### src/design/lrs_pkg.sv
// Package for the line raster stepper: coordinate width, command codes,
// octant flags and the packed payload types of both channels.
// No dependencies.
`timescale 1ns / 1ps

package lrs_pkg;

  // Width of one screen coordinate.
  localparam int COORD_BITS = 12;

  // Command codes carried in the cmd field.
  localparam logic CMD_START   = 1'b0;
  localparam logic CMD_ADVANCE = 1'b1;

  // Octant flags: bit 0 swaps x and y, bit 1 negates x, bit 2 negates y.
  typedef struct packed {
    logic negy;
    logic negx;
    logic swap;
  } lrs_oct_t;

  // One input transfer.
  typedef struct packed {
    logic                  cmd;
    logic [COORD_BITS-1:0] start_x;
    logic [COORD_BITS-1:0] start_y;
    logic [COORD_BITS-1:0] end_x;
    logic [COORD_BITS-1:0] end_y;
  } lrs_in_t;

  // One result transfer.
  typedef struct packed {
    logic                  pixel_valid;
    logic [COORD_BITS-1:0] pixel_x;
    logic [COORD_BITS-1:0] pixel_y;
    logic                  last_pixel;
  } lrs_out_t;

endpackage

### src/design/line_raster_stepper_top.sv
// Line raster stepper: sets up a line in any octant by mirroring it into the first
// octant, emits its start pixel and steps one pixel per advance command. Depends on lrs_pkg.
`timescale 1ns / 1ps

//  channel | ports                         | direction
//  --------+-------------------------------+----------
//  input   | in_valid, in_stall, in_data   | in
//  result  | out_valid, out_stall, out_data| out
//
// Every accepted command yields one result in the next cycle; one command can
// be accepted in every cycle unless a held result stalls, set by the single
// add-and-compare error step. Reset (rst_n low, synchronous) drops any active
// line and empties the result register. The input is stalled only while a
// result is held and the result side stalls.
module line_raster_stepper_top import lrs_pkg::*; (
  input  logic     clk,
  input  logic     rst_n,
  input  logic     in_valid,
  output logic     in_stall,
  input  lrs_in_t  in_data,
  output logic     out_valid,
  input  logic     out_stall,
  output lrs_out_t out_data
);

  localparam int C = COORD_BITS;

  // Unit step of a mirrored coordinate.
  localparam logic signed [C:0] STEP_ONE = {{C{1'b0}}, 1'b1};

  // Line state.
  logic                  line_active_r, line_active_nxt;
  logic signed [C:0]     mirrored_x_r, mirrored_x_nxt;
  logic signed [C:0]     mirrored_y_r, mirrored_y_nxt;
  logic signed [C:0]     mirrored_end_x_r, mirrored_end_x_nxt;
  logic signed [C+2:0]   error_term_r, error_term_nxt;
  logic        [C:0]     twice_dx_r, twice_dx_nxt;
  logic        [C:0]     twice_dy_r, twice_dy_nxt;
  lrs_oct_t              octant_r, octant_nxt;

  // Result register.
  logic                  out_valid_r;
  lrs_out_t              out_data_r, out_data_nxt;

  logic                  in_acc;

  // Setup terms for a start command.
  logic signed [C:0]     sx, sy, ex, ey;
  logic signed [C:0]     dx, dy;
  logic        [C:0]     adx_w, ady_w;
  logic        [C-1:0]   adx, ady, mdx, mdy;
  logic signed [C:0]     nsx, nsy, nex, ney;
  lrs_oct_t              oct_s;

  // Operands of the pixel step, from setup or from the line state.
  logic signed [C:0]     cur_x, cur_y, cur_end;
  logic signed [C+2:0]   cur_err;
  logic        [C:0]     cur_2dx, cur_2dy;
  lrs_oct_t              cur_oct;
  logic signed [C+2:0]   err_add;
  logic                  y_step, is_last;
  logic signed [C:0]     u, v;

  // A transfer is taken unless a held result is stalled.
  assign in_stall  = out_valid_r && out_stall;
  assign in_acc    = in_valid && !in_stall;
  assign out_valid = out_valid_r;
  assign out_data  = out_data_r;

  // Octant detection and mirroring of both endpoints.
  always_comb begin
    sx = $signed({1'b0, in_data.start_x});
    sy = $signed({1'b0, in_data.start_y});
    ex = $signed({1'b0, in_data.end_x});
    ey = $signed({1'b0, in_data.end_y});
    dx = ex - sx;
    dy = ey - sy;
    adx_w = (dx < 0) ? $unsigned(-dx) : $unsigned(dx);
    ady_w = (dy < 0) ? $unsigned(-dy) : $unsigned(dy);
    adx = adx_w[C-1:0];
    ady = ady_w[C-1:0];
    oct_s.negx = (dx < 0);
    oct_s.negy = (dy < 0);
    oct_s.swap = (ady > adx);
    nsx = oct_s.negx ? -sx : sx;
    nsy = oct_s.negy ? -sy : sy;
    nex = oct_s.negx ? -ex : ex;
    ney = oct_s.negy ? -ey : ey;
    mdx = oct_s.swap ? ady : adx;
    mdy = oct_s.swap ? adx : ady;
  end

  // Pixel emission, error update and next state.
  always_comb begin
    if (in_data.cmd == CMD_START) begin
      cur_x   = oct_s.swap ? nsy : nsx;
      cur_y   = oct_s.swap ? nsx : nsy;
      cur_end = oct_s.swap ? ney : nex;
      cur_err = -$signed({3'b000, mdx});
      cur_2dx = {mdx, 1'b0};
      cur_2dy = {mdy, 1'b0};
      cur_oct = oct_s;
    end else begin
      cur_x   = mirrored_x_r;
      cur_y   = mirrored_y_r;
      cur_end = mirrored_end_x_r;
      cur_err = error_term_r;
      cur_2dx = twice_dx_r;
      cur_2dy = twice_dy_r;
      cur_oct = octant_r;
    end

    is_last = (cur_x >= cur_end);
    err_add = cur_err + $signed({2'b00, cur_2dy});
    y_step  = (err_add >= 0);

    // Map the mirrored position back: swap first, then negate.
    u = cur_oct.swap ? cur_y : cur_x;
    v = cur_oct.swap ? cur_x : cur_y;
    if (cur_oct.negx) begin
      u = -u;
    end
    if (cur_oct.negy) begin
      v = -v;
    end

    line_active_nxt    = line_active_r;
    mirrored_x_nxt     = mirrored_x_r;
    mirrored_y_nxt     = mirrored_y_r;
    mirrored_end_x_nxt = mirrored_end_x_r;
    error_term_nxt     = error_term_r;
    twice_dx_nxt       = twice_dx_r;
    twice_dy_nxt       = twice_dy_r;
    octant_nxt         = octant_r;
    out_data_nxt       = '0;

    if (in_data.cmd == CMD_START || line_active_r) begin
      out_data_nxt.pixel_valid = 1'b1;
      out_data_nxt.pixel_x     = u[C-1:0];
      out_data_nxt.pixel_y     = v[C-1:0];
      out_data_nxt.last_pixel  = is_last;
      line_active_nxt    = !is_last;
      mirrored_x_nxt     = cur_x + STEP_ONE;
      mirrored_y_nxt     = y_step ? cur_y + STEP_ONE : cur_y;
      mirrored_end_x_nxt = cur_end;
      error_term_nxt     = y_step ? err_add - $signed({2'b00, cur_2dx}) : err_add;
      twice_dx_nxt       = cur_2dx;
      twice_dy_nxt       = cur_2dy;
      octant_nxt         = cur_oct;
    end
  end

  // State and result registers.
  always_ff @(posedge clk) begin
    if (!rst_n) begin
      line_active_r    <= 1'b0;
      mirrored_x_r     <= '0;
      mirrored_y_r     <= '0;
      mirrored_end_x_r <= '0;
      error_term_r     <= '0;
      twice_dx_r       <= '0;
      twice_dy_r       <= '0;
      octant_r         <= '0;
      out_valid_r      <= 1'b0;
    end else begin
      if (in_acc) begin
        line_active_r    <= line_active_nxt;
        mirrored_x_r     <= mirrored_x_nxt;
        mirrored_y_r     <= mirrored_y_nxt;
        mirrored_end_x_r <= mirrored_end_x_nxt;
        error_term_r     <= error_term_nxt;
        twice_dx_r       <= twice_dx_nxt;
        twice_dy_r       <= twice_dy_nxt;
        octant_r         <= octant_nxt;
        out_valid_r      <= 1'b1;
      end else if (!out_stall) begin
        out_valid_r      <= 1'b0;
      end
    end
  end

  // Result payload loads on every accepted transfer.
  always_ff @(posedge clk) begin
    if (in_acc) begin
      out_data_r <= out_data_nxt;
    end
  end

`ifndef SYNTH
  // An idle result carries no coordinates and no last flag.
  a_idle_zero: assert property (@(posedge clk) disable iff (!rst_n)
    (out_valid && !out_data.pixel_valid) |->
      (out_data.pixel_x == '0 && out_data.pixel_y == '0 && !out_data.last_pixel))
    else $error("idle result with nonzero payload");

  // Emitting the end point closes the line.
  a_last_closes: assert property (@(posedge clk) disable iff (!rst_n)
    (in_acc && out_data_nxt.last_pixel) |=> !line_active_r)
    else $error("line still active after last pixel");

  // An advance with no active line leaves the position untouched.
  a_idle_hold: assert property (@(posedge clk) disable iff (!rst_n)
    (in_acc && in_data.cmd == CMD_ADVANCE && !line_active_r) |=>
      ($stable(mirrored_x_r) && $stable(mirrored_y_r) && !line_active_r))
    else $error("state moved on idle advance");
`endif

endmodule
### config.mk
export PLATFORM = sky130hd
export DESIGN_NAME = line_raster_stepper_top
export DESIGN_NICKNAME = d
export VERILOG_FILES = /design/src/design/lrs_pkg.sv /design/src/design/line_raster_stepper_top.sv
export SDC_FILE = /design/constraint.sdc
export NUM_CORES = 1
export LEC_CHECK = 0
export BUFFER_PORTS_ARGS = -buffer_cell sky130_fd_sc_hd__buf_2
export CORE_UTILIZATION = 68
export DETAILED_ROUTE_END_ITERATION = 7
export PLACE_DENSITY = 0.88
export SETUP_SLACK_MARGIN = 0.1
export SLEW_MARGIN = 20
export SYNTH_ARGS = -nofsm -noshare
export SYNTH_HDL_FRONTEND = slang
export SYNTH_SLANG_ARGS = --single-unit
### constraint.sdc
create_clock -name clk -period 26.4 [get_ports clk]
set_input_delay 3.96 -clock clk [delete_from_list [all_inputs] [get_ports clk]]
set_output_delay 3.96 -clock clk [all_outputs]
set_load 0.01 [all_outputs]
==> results of run 1 <==
through the flow:
| step | hold WS (ns) | power (uW) | utilization [%] |
|---|---|---|---|
| after detailed placement | 0.447 | 1070 | 71.7 |
| after CTS | 0.457 | 1230 | 73.7 |
| after global routing | 0.480 | 1350 | 73.7 |
| final | 0.458 | 1260 | 73.7 |
| after floorplan | 0.432 | 882 | - |
| after global placement | 0.441 | 1050 | 71.7 |
power by group through the flow:
| stage | logic, uW | clock network [uW] | registers (uW) |
|---|---|---|---|
| after floorplan | 669 | 0 | 213 |
| after global placement | 841 | 0 | 212 |
| after detailed placement | 860 | 0 | 213 |
| after CTS | 867 | 157 | 209 |
| after global routing | 973 | 163 | 212 |
| final | 887 | 159 | 210 |
worst paths after layout:
| kind | cells past startpoint | endpoint | slack, ns | from |
|---|---|---|---|---|
| worst min register to register | 2 | twice_dy_r[7] | 0.46 | twice_dy_r[7] |
| worst min-delay path | 2 | twice_dy_r[7] | 0.46 | twice_dy_r[7] |
| worst max register to register | 18 | error_term_r[12] | 21.62 | twice_dy_r[0] |
| worst max-delay path | 41 | mirrored_y_r[8] | 12.87 | in_data[12] |
registers in the layout, indices dropped and copies added (netlist names), 3 cells and up:
name              count
error_term_r         15
mirrored_end_x_r     13
out_data             26
mirrored_x_r         13
mirrored_y_r         12
twice_dy_r           13
octant_r              3
twice_dx_r           13
layer usage:
layer | vias up | share of wire, % | track usage [%] | routed length (um)
met2 | 615 | 48 | 70.0 | 17600
met5 | - | 0 | 0 | 0
met4 | 0 | 5.0 | 19.4 | 1830
met3 | 145 | 7.9 | 7.37 | 2900
li1 | 5781 | - | - | -
met1 | 5713 | 39 | 50.4 | 14500
layout by cell type, fill, tap and decap left out, types with 10 or more instances in the layout:
cell type / count
nand2_1: 172
nor2_1: 170
a21oi_1: 125
o21ai_0: 110
dfxtp_1: 84
xnor2_1: 82
ha_1: 82
inv_1: 79
buf_2: 79
a211oi_1: 48
mux2i_1: 46
nand3_1: 45
nor3_1: 39
xor2_1: 36
edfxtp_1: 26
a21o_1: 24
and2_1: 22
mux2_2: 21
nand4_1: 18
o21a_1: 18
o31ai_1: 16
nand2b_1: 15
nor2b_1: 14
and3_1: 14
a31oi_1: 13
buf_4: 10
cell type report:
class | instances | area share (%)
repair buffers | 89 | 3.72
clock inverters | 7 | 0.869
clock buffers | 9 | 1.78
multi-input cells | 1320 | 69.6
flip-flops and latches | 110 | 19.4
inverters | 80 | 2.37
well taps | 225 | 2.22
kinds of logic (layout without fill, tap and decap cells):
kind of cell | after synthesis | count (layout) | synth area share, %
simple gates | 568 | 568 | 22.3
compound gates | 473 | 473 | 26.8
buf+inv | 161 | 185 | 5.52
xor+xnor | 121 | 121 | 9.09
flops | 110 | 110 | 20.7
fa+ha+maj | 90 | 90 | 9.68
mux | 68 | 68 | 5.95
worst max-delay path: cells and delay by family:
family                     cells  cell delay, ns
AOI/OAI and AO/OA             25            5.96
adders and majority gates      6            1.94
and+or+nand+nor                6            1.38
buffers and inverters          3            0.41
xor gates and xnor gates       1            0.15
==> flow_summary.yaml, run 1 <==
outcome:
  status: "complete, no violations"
grt:
  grt_pass1_vias: 11200
  grt_max_degree: 99
  overflow: 0
  grt_pass1_wl_um: 58800
  antenna_found_initial: 0
  grt_use_total_pct: 41.2
placement:
  io_buffers: 80
  place_hpwl_um: 28100
  preCtsSetupSlack_ns: 12.70
  place.gp.congestion: 0.983
  place_inst: 1824
  placed_area_mm2: 0.0123
synthesis:
  netlist_top_cells_area: "dfxtp_1 (14%), ha_1 (8.6%), edfxtp_1 (6.6%)"
  avgSynthCellArea_um2: 7.49
  synth_edf_count: 26
  ys_types: 98
  synth_ff_type: "dfxtp_1"
  ys_warn_count: 0
  async_flop_share_pct: 0
  yosysSeqAreaShare_pct: 20.7
  yosysTopAreaCellShare_pct: 14.1
  syn_nets: 1730
  synth.ff_latch_count: 110
  synth_common_cells: "nor2_1 (173), nand2_1 (172), a21oi_1 (125)"
  netlist_instances: 1591
  synth.most_common_cell: "nor2_1"
  yosysTopAreaCell: "dfxtp_1"
  syn-cell-area_mm2: 0.0119
sta:
  max_freq_ghz: 0.0739
  report.final.slew_viol_count: 0
  fin_ws_ns: 12.87
  worst_pin_slew_ns: 1.05
  timing.slew.headroom_pct: 29.6
  finalHoldViolCount: 0
  setup_violations: 0
  finClkSkew_ns: 0.0168
  final.min_clock_period_ns: 13.53
  finalSetupTns_ns: 0
  finalCritPeriodShare_pct: 51.2
  rsz0062_at_grt: "false"
worst_setup_path:
  critPathSlowestCell: "nand2_2"
  crit_fanout: 41
  required_ns: 26.67
  crit_type: "in2reg"
  critPathMaxStageDelay_ns: 0.62
  arrival_ns: 13.79
  critical_path.startpoint_type: "primary input"
  worst_path_most_repeated_cell: "o21ai_0"
  end_kind: "register"
drt:
  num_vias: 12300
  ant_nets: 0
  wire_per_inst_um: 20.0
  via_per_inst: 6.66
  drt_wl_total_um: 36800
  detail_route.iter0.violations: 1325
  drc: 0
  firstDrtPassIters: 6
clocking:
  cts_tree: "done"
  h-tree-depth: 3
  clockRootBuffer: "clkbuf_16"
  clk_pin_slew_ns: 0.08
  clock_path_buffers: 2
  numCtsBuffers: 9
  clkLatencyLatePin_ns: 0.38
  cts_sinks: 110
  cts_setup_buffers: 0
  post_cts_resized: 0
  cts-hold-fix-buffers: 0
power:
  p_seq_share_pct: 16.7
  p_int_uw: 628
  p_clk_share_pct: 12.7
  vdd_drop_max_uv: 146
  power_density_mw_per_mm2: 99.1
  p_sw_uw: 627
  combPwrFrac_pct: 70.6
  sw_frac_of_total_pct: 49.9
  leakagePower_uw: 0.00513
finish:
  final_cell_area_mm2: 0.0127
  antenna_cells: 0
  regArea_mm2: 0.00246
  syn_to_final_growth_pct: 6.32
  multi_input_area_mm2: 0.00881
  final-instance-count-excl-fill: 1840
  n_fill_cell: 1417
  drive_gt1_share_pct: 10.8
  final_nets: 1749
worst_hold_path:
  hold_path_class: "reg2reg"
floorplan:
  boundaryPins: 81
  coreArea_mm2: 0.0172
  rows: 48
  die_h_um: 134
  die_w_um: 134
  die_area_mm2: 0.0180
  initial_core_util_pct: 69.3
job:
  max-cap-violations: 0
(Power assumes the default switching activity.)
==> run 2, diff against run 1 <==
--- a/config.mk
+++ b/config.mk
@@ -6,9 +6,9 @@
 export NUM_CORES = 1
 export LEC_CHECK = 0
 export BUFFER_PORTS_ARGS = -buffer_cell sky130_fd_sc_hd__buf_2
-export CORE_UTILIZATION = 68
+export CORE_UTILIZATION = 63
 export DETAILED_ROUTE_END_ITERATION = 7
-export PLACE_DENSITY = 0.88
+export PLACE_DENSITY = 0.83
 export SETUP_SLACK_MARGIN = 0.1
 export SLEW_MARGIN = 20
 export SYNTH_ARGS = -nofsm -noshare
==> constraint.sdc (replaced) <==
create_clock -name clk -period 14 [get_ports clk]
set_input_delay 2.1 -clock clk [delete_from_list [all_inputs] [get_ports clk]]
set_output_delay 2.1 -clock clk [all_outputs]
set_load 0.01 [all_outputs]
==> run 2 against run 1 <==
Critical path depth is 3 higher. Clock skew is 0.0059 ns lower. Largest cell class unchanged. Non-clock buffer count is 1 lower. Die area is 7.8% higher. Total power is 84% higher. Sequential power is 88% higher. Sequential share of layout area is 0.087 points higher.
==> flow_summary.yaml, run 2 (synthesis results as in run 1) <==
finish:
  final_nets: 1748
  largest_reg_flops: 26
  layout_common_cells: "nand2_1 (172), nor2_1 (170), a21oi_1 (125), o21ai_0 (110), dfxtp_1 (84)"
  antenna_cells: 0
  final-instance-count-excl-fill: 1843
  post-route-util_pct: 69.0
  drive_gt1_share_pct: 10.7
  n_fill_cell: 1540
  layout_commonest_cell: "nand2_1"
  syn_to_final_growth_pct: 5.85
worst_setup_path:
  critPathMaxStageDelay_ns: 0.71
  reg2reg_from: "twice_dy_r[0]"
  reg2regPathDepth: 18
  arrival_ns: 12.07
  crit_type: "in2reg"
  crit_fanout: 41
  end_kind: "register"
  critPathSlowestCell: "o21ai_1"
  worst_path_most_repeated_cell: "o21ai_0"
  required_ns: 14.22
  r2r-end: "error_term_r[12]"
  critical_path.startpoint_type: "primary input"
  reg2reg_slack_ns: 9.26
grt:
  use_met1_pct: 46.8
  grt_pass1_vias: 10900
  overflow: 0
  grt_use_met2_pct: 61.4
  grtUsageMet3_pct: 5.47
  grt_pass1_wl_um: 57300
  gr-max-usage-layer: "met2"
  antenna_found_initial: 0
  grt_use_total_pct: 36.8
  grt_max_degree: 99
job:
  max-cap-violations: 0
clocking:
  cts-hold-fix-buffers: 0
  h-tree-depth: 3
  cts_tree: "done"
  clkLatencyLatePin_ns: 0.36
  post_cts_resized: 0
  numCtsBuffers: 9
  clk_pin_slew_ns: 0.08
  clock_path_buffers: 2
  cts_sinks: 110
  clockRootBuffer: "clkbuf_16"
  cts_setup_buffers: 0
power:
  combPwrFrac_pct: 72.0
  p_seq_share_pct: 17.1
  p_sw_uw: 1160
  leakagePower_uw: 0.00510
  p_int_uw: 1150
  vdd_drop_max_uv: 269
  p_clk_share_pct: 11.0
  power_density_mw_per_mm2: 183
  power_uw: 2310
  sw_frac_of_total_pct: 50.4
placement:
  place_hpwl_um: 27600
  place.gp.congestion: 0.961
  io_buffers: 80
  place_inst: 1827
  preCtsSetupSlack_ns: 2.02
drt:
  wire_per_inst_um: 19.5
  drc: 0
  num_vias: 11900
  firstDrtPassIters: 6
  ant_nets: 0
  drt_wl_total_um: 36000
  via_per_inst: 6.44
  detail_route.iter0.violations: 1226
sta:
  timing.slew.headroom_pct: 30.6
  setup_violations: 0
  max_freq_ghz: 0.0844
  fin_ws_ns: 2.15
  report.final.slew_viol_count: 0
  finalCritPeriodShare_pct: 84.7
  final.min_clock_period_ns: 11.85
  worst_pin_slew_ns: 1.02
  finalHoldViolCount: 0
  finClkSkew_ns: 0.0108
  rsz0062_at_grt: "false"
  finalSetupTns_ns: 0
worst_hold_path:
  min_from: "twice_dy_r[3]"
  hold_path_class: "reg2reg"
  hold_depth: 2
  hold_end: "twice_dy_r[3]"
floorplan:
  rows: 49
  coreArea_mm2: 0.0183
  die_w_um: 139
  die_h_um: 139
  boundaryPins: 81
  die_area_mm2: 0.0195
  initial_core_util_pct: 65.2
outcome:
  status: "complete, no violations"
==> run 2: changes by cell type in the layout (fill, tap and decap cells not counted), moves of 2 or more <==
cell,before,now
clkinv_2,0,2
bufinv_16,2,0
inv_8,3,0
inv_6,0,2
==> run 2: cell type report <==
type                            instances  area [um2]  share of cell area, %
Tap cell                              229         287                   2.27
Inverter                               80         302                   2.39
Timing Repair Buffer                   88         463                   3.67
Clock buffer                           10         229                   1.82
Multi-Input combinational cell       1320        8810                   69.9
Clock inverter                          6        56.3                  0.447
Sequential cell                       110        2460                   19.5
==> run 2: metrics by stage <==
step	hold WS, ns	instance area, um2
global placement	0.441	12300
CTS	0.456	12600
detailed placement	0.447	12300
finish	0.454	12600
global route	0.471	12600
floorplan	0.432	11900
==> run 2: power groups by stage <==
| stage | logic (uW) | clock network, uW | registers (uW) |
|---|---|---|---|
| floorplan | 1260 | 0 | 401 |
| global placement | 1590 | 0 | 399 |
| detailed placement | 1610 | 0 | 401 |
| CTS | 1630 | 254 | 393 |
| global route | 1840 | 268 | 398 |
| finish | 1660 | 253 | 394 |
==> run 2: critical path, delay by kind of cell <==
| kind | cells | cell delay (ns) |
|---|---|---|
| compound gates | 22 | 5.01 |
| simple gates | 9 | 1.76 |
| buf+inv | 3 | 0.29 |
| fa+ha+maj | 7 | 2.27 |
| xor+xnor | 3 | 0.63 |
==> run 2: worst max-delay path by stage <==
stage	start	slack, ns	end
floorplan	in_data[12]	3.02	error_term_r[13]
detailed placement	in_data[0]	2.02	error_term_r[13]
global placement	in_data[0]	2.29	mirrored_y_r[8]
CTS	in_data[0]	2.31	error_term_r[13]
finish	in_data[0]	2.15	error_term_r[13]
global route	in_data[0]	1.31	error_term_r[13]
==> run 2: metal layers <==
layer | up-vias | share of wire (%)
li1 | 5775 | -
met5 | - | 0
met2 | 494 | 46
met3 | 94 | 6.9
met4 | 0 | 4.4
met1 | 5515 | 42
